### config.mk
export PLATFORM = sky130hd
export DESIGN_NAME = block_reverse_stream_core
export DESIGN_NICKNAME = d
export VERILOG_FILES = /design/src/hw/rtl/brs_pkg.sv /design/src/hw/rtl/brs_ram.sv /design/src/hw/rtl/brs_front.sv /design/src/hw/rtl/brs_cmd_q.sv /design/src/hw/rtl/brs_back.sv /design/src/hw/rtl/block_reverse_stream_core.sv
export SDC_FILE = /design/constraint.sdc
export NUM_CORES = 1
export LEC_CHECK = 0
export BUFFER_PORTS_ARGS = -buffer_cell sky130_fd_sc_hd__buf_2
export CORE_MARGIN = 5
export CORE_UTILIZATION = 51
export CTS_BUF_LIST = sky130_fd_sc_hd__clkbuf_4
export DETAILED_ROUTE_END_ITERATION = 16
export GPL_TIMING_DRIVEN = 0
export PLACE_DENSITY_LB_ADDON = 0.05
export SETUP_SLACK_MARGIN = 0.4
export SYNTH_ARGS = -nofsm -noshare
export SYNTH_HDL_FRONTEND = slang
export SYNTH_SLANG_ARGS = --single-unit
### constraint.sdc
create_clock -name clk -period 4.65 [get_ports clk]
set_clock_uncertainty 0.2 [all_clocks]
set_input_delay 0.2325 -clock clk [delete_from_list [all_inputs] [get_ports clk]]
set_output_delay 0.2325 -clock clk [all_outputs]
set_load 0.01 [all_outputs]
### src/hw/rtl/brs_pkg.sv
// Package for the block reverse stream core: command and release types,
// size constants shared by the front, queue, back and top level.
// No dependencies.
package brs_pkg;

  localparam int MAX_BLOCK_DEF   = 16;
  localparam int MAX_BLOCK_LIMIT = 64;
  localparam int CNT_MAX_W       = $clog2(MAX_BLOCK_LIMIT + 1);
  localparam int SIZE_W          = 5;
  localparam int BYTE_W          = 8;
  localparam logic [SIZE_W-1:0] BLOCK_SIZE_RST = SIZE_W'(6);

  // one finished block, handed from front to back
  typedef struct packed {
    logic                 bank;
    logic [CNT_MAX_W-1:0] count;
    logic                 reverse;
    logic                 eos;
  } brs_cmd_t;

  // back tells front a bank has been fully read
  typedef struct packed {
    logic valid;
    logic bank;
  } brs_rel_t;

endpackage

### src/hw/rtl/brs_ram.sv
// Generic single-write, single-read RAM with registered read data.
// No dependencies.
module brs_ram #(
  parameter int WIDTH = 8,
  parameter int DEPTH = 32
) (
  input  logic                     clk,
  input  logic                     we,
  input  logic [$clog2(DEPTH)-1:0] waddr,
  input  logic [WIDTH-1:0]         wdata,
  input  logic                     re,
  input  logic [$clog2(DEPTH)-1:0] raddr,
  output logic [WIDTH-1:0]         rdata
);

  logic [WIDTH-1:0] mem [DEPTH];

  always_ff @(posedge clk) begin
    if (we) begin
      mem[waddr] <= wdata;
    end
    if (re) begin
      rdata <= mem[raddr];
    end
  end

endmodule

### src/hw/rtl/brs_front.sv
// Front end: holds the block size register, accepts bytes into the
// ping-pong buffer and issues one command per finished block. Uses brs_pkg.
module brs_front #(
  parameter int MAX_BLOCK = brs_pkg::MAX_BLOCK_DEF
) (
  input  logic                                         clk,
  input  logic                                         rst,
  input  logic                                         cfg_we,
  input  logic [brs_pkg::SIZE_W-1:0]                   cfg_wdata,
  input  logic                                         in_valid,
  output logic                                         in_ready,
  input  logic [brs_pkg::BYTE_W-1:0]                   in_byte,
  input  logic                                         in_eos,
  output logic                                         ram_we,
  output logic [$clog2(MAX_BLOCK):0]                   ram_waddr,
  output logic [brs_pkg::BYTE_W-1:0]                   ram_wdata,
  output logic                                         cmd_push,
  output brs_pkg::brs_cmd_t                            cmd,
  input  brs_pkg::brs_rel_t                            rel
);
  import brs_pkg::*;

  localparam int IDX_W = $clog2(MAX_BLOCK);
  localparam int CNT_W = $clog2(MAX_BLOCK + 1);
  localparam int SZ_W  = (CNT_W > SIZE_W) ? CNT_W : SIZE_W;

  logic [SIZE_W-1:0] block_size;
  logic [CNT_W-1:0]  fill;
  logic [1:0]        busy;
  logic              wr_bank;

  logic [SZ_W-1:0] size_ext;
  logic [SZ_W-1:0] size_eff;
  logic [SZ_W-1:0] n_ext;
  logic            accept;
  logic            full_blk;
  logic            close_blk;
  logic [1:0]      busy_next;

  always_comb begin
    size_ext = SZ_W'(block_size);
    if (size_ext > SZ_W'(MAX_BLOCK)) begin
      size_eff = SZ_W'(MAX_BLOCK);
    end else if (size_ext == '0) begin
      size_eff = SZ_W'(1);
    end else begin
      size_eff = size_ext;
    end
    n_ext     = SZ_W'(fill) + SZ_W'(1);
    full_blk  = (n_ext >= size_eff);
    close_blk = full_blk || in_eos;
  end

  assign in_ready  = !busy[wr_bank];
  assign accept    = in_valid && in_ready;
  assign ram_we    = accept;
  assign ram_waddr = {wr_bank, fill[IDX_W-1:0]};
  assign ram_wdata = in_byte;
  assign cmd_push  = accept && close_blk;

  always_comb begin
    cmd.bank    = wr_bank;
    cmd.count   = CNT_MAX_W'(n_ext);
    cmd.reverse = full_blk;
    cmd.eos     = in_eos;
  end

  always_comb begin
    busy_next = busy;
    if (rel.valid) begin
      busy_next[rel.bank] = 1'b0;
    end
    if (accept && close_blk) begin
      busy_next[wr_bank] = 1'b1;
    end
  end

  always_ff @(posedge clk) begin
    if (rst) begin
      block_size <= BLOCK_SIZE_RST;
    end else if (cfg_we) begin
      block_size <= cfg_wdata;
    end
  end

  always_ff @(posedge clk) begin
    if (rst) begin
      fill    <= '0;
      busy    <= '0;
      wr_bank <= 1'b0;
    end else begin
      busy <= busy_next;
      if (accept) begin
        if (close_blk) begin
          wr_bank <= !wr_bank;
          fill    <= '0;
        end else begin
          fill <= fill + CNT_W'(1);
        end
      end
    end
  end

endmodule

### src/hw/rtl/brs_cmd_q.sv
// Two-entry command queue between front and back.
// Uses brs_pkg.
module brs_cmd_q (
  input  logic              clk,
  input  logic              rst,
  input  logic              push,
  input  brs_pkg::brs_cmd_t push_cmd,
  output logic              full,
  input  logic              pop,
  output logic              head_valid,
  output brs_pkg::brs_cmd_t head
);
  import brs_pkg::*;

  brs_cmd_t   entries [2];
  logic       wptr;
  logic       rptr;
  logic [1:0] count;

  assign full       = (count == 2'd2);
  assign head_valid = (count != 2'd0);
  assign head       = entries[rptr];

  always_ff @(posedge clk) begin
    if (push) begin
      entries[wptr] <= push_cmd;
    end
  end

  always_ff @(posedge clk) begin
    if (rst) begin
      wptr  <= 1'b0;
      rptr  <= 1'b0;
      count <= '0;
    end else begin
      if (push) begin
        wptr <= !wptr;
      end
      if (pop) begin
        rptr <= !rptr;
      end
      count <= count + 2'(push) - 2'(pop);
    end
  end

endmodule

### src/hw/rtl/brs_back.sv
// Back end: walks one command at a time through the buffer, forward or
// reversed, and drives the output stream through a two-entry skid buffer.
// Uses brs_pkg.
module brs_back #(
  parameter int MAX_BLOCK = brs_pkg::MAX_BLOCK_DEF
) (
  input  logic                       clk,
  input  logic                       rst,
  input  logic                       cmd_valid,
  input  brs_pkg::brs_cmd_t          cmd,
  output logic                       cmd_pop,
  output logic                       ram_re,
  output logic [$clog2(MAX_BLOCK):0] ram_raddr,
  input  logic [brs_pkg::BYTE_W-1:0] ram_rdata,
  output brs_pkg::brs_rel_t          rel,
  output logic                       out_valid,
  input  logic                       out_ready,
  output logic [brs_pkg::BYTE_W-1:0] out_byte,
  output logic                       out_last,
  output logic                       out_done
);
  import brs_pkg::*;

  localparam int IDX_W = $clog2(MAX_BLOCK);
  localparam int CNT_W = $clog2(MAX_BLOCK + 1);
  localparam int ENT_W = BYTE_W + 2;

  brs_cmd_t         cur;
  logic             active;
  logic [CNT_W-1:0] idx;
  logic             rd_vld;
  logic             rd_last;
  logic             rd_done;
  logic [ENT_W-1:0] ofifo [2];
  logic             owptr;
  logic             orptr;
  logic [1:0]       occ;

  logic [CNT_W-1:0] cnt;
  logic [CNT_W-1:0] offset;
  logic             is_last;
  logic [2:0]       credit;
  logic             issue;
  logic             pop_out;
  logic             load;

  always_comb begin
    cnt     = cur.count[CNT_W-1:0];
    is_last = ((idx + CNT_W'(1)) == cnt);
    offset  = cur.reverse ? (cnt - CNT_W'(1) - idx) : idx;
    pop_out = out_valid && out_ready;
    credit  = 3'(occ) + 3'(rd_vld) - 3'(pop_out);
    issue   = active && (credit < 3'd2);
    load    = cmd_valid && (!active || (issue && is_last));
  end

  assign cmd_pop   = load;
  assign ram_re    = issue;
  assign ram_raddr = {cur.bank, offset[IDX_W-1:0]};
  assign rel.valid = issue && is_last;
  assign rel.bank  = cur.bank;

  assign out_valid = (occ != 2'd0);
  assign {out_done, out_last, out_byte} = ofifo[orptr];

  always_ff @(posedge clk) begin
    if (load) begin
      cur <= cmd;
    end
    if (issue) begin
      rd_last <= is_last;
      rd_done <= is_last && cur.eos;
    end
    if (rd_vld) begin
      ofifo[owptr] <= {rd_done, rd_last, ram_rdata};
    end
  end

  always_ff @(posedge clk) begin
    if (rst) begin
      active <= 1'b0;
      idx    <= '0;
      rd_vld <= 1'b0;
      owptr  <= 1'b0;
      orptr  <= 1'b0;
      occ    <= '0;
    end else begin
      if (load) begin
        active <= 1'b1;
        idx    <= '0;
      end else if (issue) begin
        idx <= idx + CNT_W'(1);
        if (is_last) begin
          active <= 1'b0;
        end
      end
      rd_vld <= issue;
      if (rd_vld) begin
        owptr <= !owptr;
      end
      if (pop_out) begin
        orptr <= !orptr;
      end
      occ <= occ + 2'(rd_vld) - 2'(pop_out);
    end
  end

endmodule

### src/hw/rtl/block_reverse_stream_core.sv
// Block reverse stream core: reverses each full block of block_size bytes;
// a partial block closed by end_of_string is passed on in order.
// Path: a closed block passes the command queue, the back end's command
// register, the RAM read register and the output skid buffer.
// Throughput: up to one byte per cycle; a bank is freed as its last byte is
// read, and input stalls while both banks are held.
// Reset (rst, synchronous): queue and buffers empty, block_size = 6.
module block_reverse_stream_core #(
  parameter int MAX_BLOCK = brs_pkg::MAX_BLOCK_DEF
) (
  input  logic       clk,
  input  logic       rst,
  input  logic       cfg_we,
  input  logic [4:0] cfg_wdata,     // block_size
  input  logic       s_axis_tvalid,
  output logic       s_axis_tready,
  input  logic [7:0] s_axis_tdata,  // [7:0] data_byte
  input  logic       s_axis_tlast,  // end_of_string
  output logic       m_axis_tvalid,
  input  logic       m_axis_tready,
  output logic [7:0] m_axis_tdata,  // [7:0] out_byte
  output logic       m_axis_tlast,  // run_last
  output logic [0:0] m_axis_tuser   // [0] string_done
);
  import brs_pkg::*;

  localparam int ADDR_W = $clog2(MAX_BLOCK) + 1;

  logic              ram_we;
  logic [ADDR_W-1:0] ram_waddr;
  logic [BYTE_W-1:0] ram_wdata;
  logic              ram_re;
  logic [ADDR_W-1:0] ram_raddr;
  logic [BYTE_W-1:0] ram_rdata;
  logic              q_push;
  logic              q_full;
  logic              q_pop;
  logic              q_valid;
  brs_cmd_t          q_in;
  brs_cmd_t          q_head;
  brs_rel_t          rel;

  brs_front #(.MAX_BLOCK(MAX_BLOCK)) u_front (
    .clk       (clk),
    .rst       (rst),
    .cfg_we    (cfg_we),
    .cfg_wdata (cfg_wdata),
    .in_valid  (s_axis_tvalid),
    .in_ready  (s_axis_tready),
    .in_byte   (s_axis_tdata),
    .in_eos    (s_axis_tlast),
    .ram_we    (ram_we),
    .ram_waddr (ram_waddr),
    .ram_wdata (ram_wdata),
    .cmd_push  (q_push),
    .cmd       (q_in),
    .rel       (rel)
  );

  brs_cmd_q u_cmd_q (
    .clk        (clk),
    .rst        (rst),
    .push       (q_push),
    .push_cmd   (q_in),
    .full       (q_full),
    .pop        (q_pop),
    .head_valid (q_valid),
    .head       (q_head)
  );

  brs_ram #(.WIDTH(BYTE_W), .DEPTH(2 ** ADDR_W)) u_ram (
    .clk   (clk),
    .we    (ram_we),
    .waddr (ram_waddr),
    .wdata (ram_wdata),
    .re    (ram_re),
    .raddr (ram_raddr),
    .rdata (ram_rdata)
  );

  brs_back #(.MAX_BLOCK(MAX_BLOCK)) u_back (
    .clk       (clk),
    .rst       (rst),
    .cmd_valid (q_valid),
    .cmd       (q_head),
    .cmd_pop   (q_pop),
    .ram_re    (ram_re),
    .ram_raddr (ram_raddr),
    .ram_rdata (ram_rdata),
    .rel       (rel),
    .out_valid (m_axis_tvalid),
    .out_ready (m_axis_tready),
    .out_byte  (m_axis_tdata),
    .out_last  (m_axis_tlast),
    .out_done  (m_axis_tuser[0])
  );

`ifndef ASSERT_OFF
  a_q_no_overflow: assert property (@(posedge clk) disable iff (rst)
    q_push |-> !q_full)
    else $error("command queue overflow");

  a_cmd_count_range: assert property (@(posedge clk) disable iff (rst)
    q_push |-> (q_in.count != '0) && (q_in.count <= CNT_MAX_W'(MAX_BLOCK)))
    else $error("command count out of range");

  a_no_bank_clash: assert property (@(posedge clk) disable iff (rst)
    (ram_we && ram_re) |-> (ram_waddr[ADDR_W-1] != ram_raddr[ADDR_W-1]))
    else $error("write into bank being read");

  a_done_is_last: assert property (@(posedge clk) disable iff (rst)
    (m_axis_tvalid && m_axis_tuser[0]) |-> m_axis_tlast)
    else $error("string_done without run_last");
`endif

endmodule

==> run_results.csv <==
group,metric,value,unit
outcome,status,"complete, no violations",
routing,drt.antenna.violating_nets,0,
critical_path,cp-start-kind,"flip-flop",
logic_synthesis,yosys.area.top_type,"edfxtp_1",
logic_synthesis,synthCells,730,
routing,vias,7168,
logic_synthesis,synth_edf_count,310,
timing,maxSlewViolCount,0,
critical_path,crit_top_cell,"ha_1",
logic_synthesis,yosysMostFrequentCell,"edfxtp_1",
die,num_rows,60,
cts,clockRootBuffer,"clkbuf_4",
pwr,power_density,600,nW/um^2
logic_synthesis,yosys_warnings,0,
critical_path,path_buf_inv,3,
die,die_height,174,um
cells_and_area,final_cells,1275,
place,place_inst,1100,
global_route,grt_overflow,0,
timing,finalSetupViolCount,0,
cts,cts_buffers,83,
cts,cts.reportedPaths.clkPinSlew,0.06,ns
cts,clk_latency,0.66,ns
critical_path,required,4.97,ns
critical_path,slowest_stage,"dfxtp_1",
pwr,power,9.45,mW
die,coreArea,26800,um^2
cells_and_area,area.growth.synth_to_final,14.4,%
routing,wl_per_cell,22.2,um
pwr,leakagePower,5.57,nW
global_route,gr-usage-all-layers,19.0,%
place,numPortBuffers,29,
critical_path,path_max_fanout,6,
routing,drt_iter0_drc,468,
routing,drc_errors,0,
critical_path,ff2ff_setup_slack,0.79,ns
logic_synthesis,synth_nets,768,
critical_path,crit_chain,"ha_1 > nand3_1 > xnor2_1 > ha_1 > or3_1 > a211o_1 > and3_1 > clkbuf_1 > inv_1 > ha_1 > inv_1 > ha_1 > xor2_1 > xnor2_1 > nor2_1",
global_route,grt_pass1_vias,7501,
critical_path,end_kind,"flip-flop",
critical_path,worstSetupPathType,"reg -> reg",
routing,wl,28400,um
critical_path,cp.arrival,4.18,ns
logic_synthesis,ys_ff_latch,339,
global_route,grt_max_degree,33,
logic_synthesis,syn_area,13800,um^2
timing,finalCriticalPeriod,3.86,ns
logic_synthesis,ys_top_cells_by_count,"edfxtp_1, nor2_1, mux2i_1, mux4_1, mux4_2",
timing,tightest_slew,1.38,ns
logic_synthesis,ys_seq_area_share,71.8,%
cells_and_area,final_layout_size_suffix_gt1_share,25.4,%
hold_path,hp-class,"in -> reg",
timing,setup_ws,0.786,ns
logic_synthesis,yosys_most_used_dff,"edfxtp_1",
logic_synthesis,yosysUniqueCellTypes,47,
timing,setup_tns,0,ns
logic_synthesis,yosys-top-cells-area,"edfxtp_1, mux4_1, mux4_2",
die,io-pin-count,31,
place,dp_slack,0.0261,ns
run,maxCapViolCount,0,
timing,hold_slack,0.161,ns
place,dp_hpwl,17900,um
die,start_util,51.4,%
timing,max_freq,0.259,GHz
routing,routed_via_density,5.62,
timing,hold_violations,0,
critical_path,max_stage_delay,0.43,ns
cts,cts_tree,"built",
pwr,ir_worst_vdd,0.283,mV
die,fp.dieArea,30400,um^2
global_route,antenna_found_initial,1,
timing,period_share,83.1,%
cts,clock_path_buffers,3,
critical_path,cpLargestDelayFamily,"adder cells",
cells_and_area,nNetsFinal,912,
global_route,grt_pass1_wl,43600,um
cts,clock_sinks,339,
cts,cts_htree_levels,3,
logic_synthesis,async_flop_share,0,%
timing,slew_headroom,6.98,%
timing,rsz0062_at_grt,"false",
place,gp_congestion,0.771,
die,fp.dieW,174,um
routing,drt_pre_antenna_iters,5,
logic_synthesis,synth_top_area_share,67.6,%
logic_synthesis,syn_avg_cell_area,18.9,um^2
[placed cells by master, fill, tap and decap left out, types with 12 or more instances in the layout]
| master | instances |
|---|---|
| clkinv_1 | 13 |
| clkbuf_4 | 123 |
| mux4_2 | 32 |
| ha_1 | 17 |
| mux2_2 | 19 |
| nor2_1 | 49 |
| buf_2 | 31 |
| edfxtp_1 | 310 |
| mux2i_1 | 40 |
| dfxtp_1 | 29 |
| dlygate4sd3_1 | 28 |
| inv_1 | 18 |
| clkbuf_1 | 16 |
| xnor2_1 | 15 |
| mux4_1 | 32 |
| nand2_1 | 27 |
| nand3_1 | 12 |
[routing by layer]
layer / GRT usage, % / part of all wire [%] / vias up
li1: - / - / 3285
met1: 26.4 / 44 / 3634
met2: 30.4 / 49 / 218
met3: 4.52 / 6.3 / 31
met4: 5.67 / 1.4 / 0
met5: 0 / 0 / -
[metrics by stage]
step,area [um^2],util (%)
floorplan,13800,-
global placement,14300,53.5
CTS,15700,58.6
detailed placement,14300,53.5
global route,15700,58.7
finish,15700,58.7
[path summary, 6_finish.rpt]
path | cells past startpoint | to | startpoint
min | 2 | u_cmd_q.entries[0][0] | s_axis_tlast
min reg2reg | 0 | u_back.ofifo[0][0] | u_ram.rdata[0]
max | 15 | u_cmd_q.count[1] | u_front.fill[0]
max reg2reg | 15 | u_cmd_q.count[1] | u_front.fill[0]
[sequential cells by signal, indices dropped and copies added (netlist names), 2 cells and up, named ones only]
signal and count:
u_back.cnt 5, u_back.cur 2, u_back.idx 5, u_back.occ 2, u_back.ofifo 20, u_cmd_q.count 2
u_cmd_q.entries 16, u_front.block_size 5, u_front.busy 2, u_front.fill 5, u_ram.mem 256, u_ram.rdata 8
[final cells by class]
class	instances	area, um^2
diodes	1	2.50
multi-input cells	344	3640
inverters	19	76.3
repair buffers	59	440
clock inverters	21	146
flip-flops and latches	339	9890
plain buffers	28	193
fillers	2031	11100
well taps	341	427
clock buffers	123	923
[cell families after synthesis]
kind of cell             count (synthesis)  synth area share (%)
AO/OA/AOI/OAI                           45                  2.42
adder cells (fa/ha/maj)                 19                  1.84
XOR/XNOR                                20                  1.27
AND/OR/NAND/NOR                        135                  4.57
multiplexers                           125                  16.1
flip-flops                             339                  71.8
buffers and inverters                   47                  1.92
[report_power, final]
part	internal [mW]	switching, mW	total [mW]
combinational	1.57	1.74	3.31
sequential	3.60	0.109	3.71
clock	1.32	1.12	2.44
total	6.49	2.96	9.45
[what timing repair did]
action | 4_1_cts | 5_1_grt
resized for setup | 3 | 3
hold buffers | 28 | 0
endpoints found under the setup margin | 2 | 2
setup buffers | 0 | 2
hold endpoints to repair | 285 | 0
pin swaps | 0 | 1
Power figures use the tool's default switching activity.
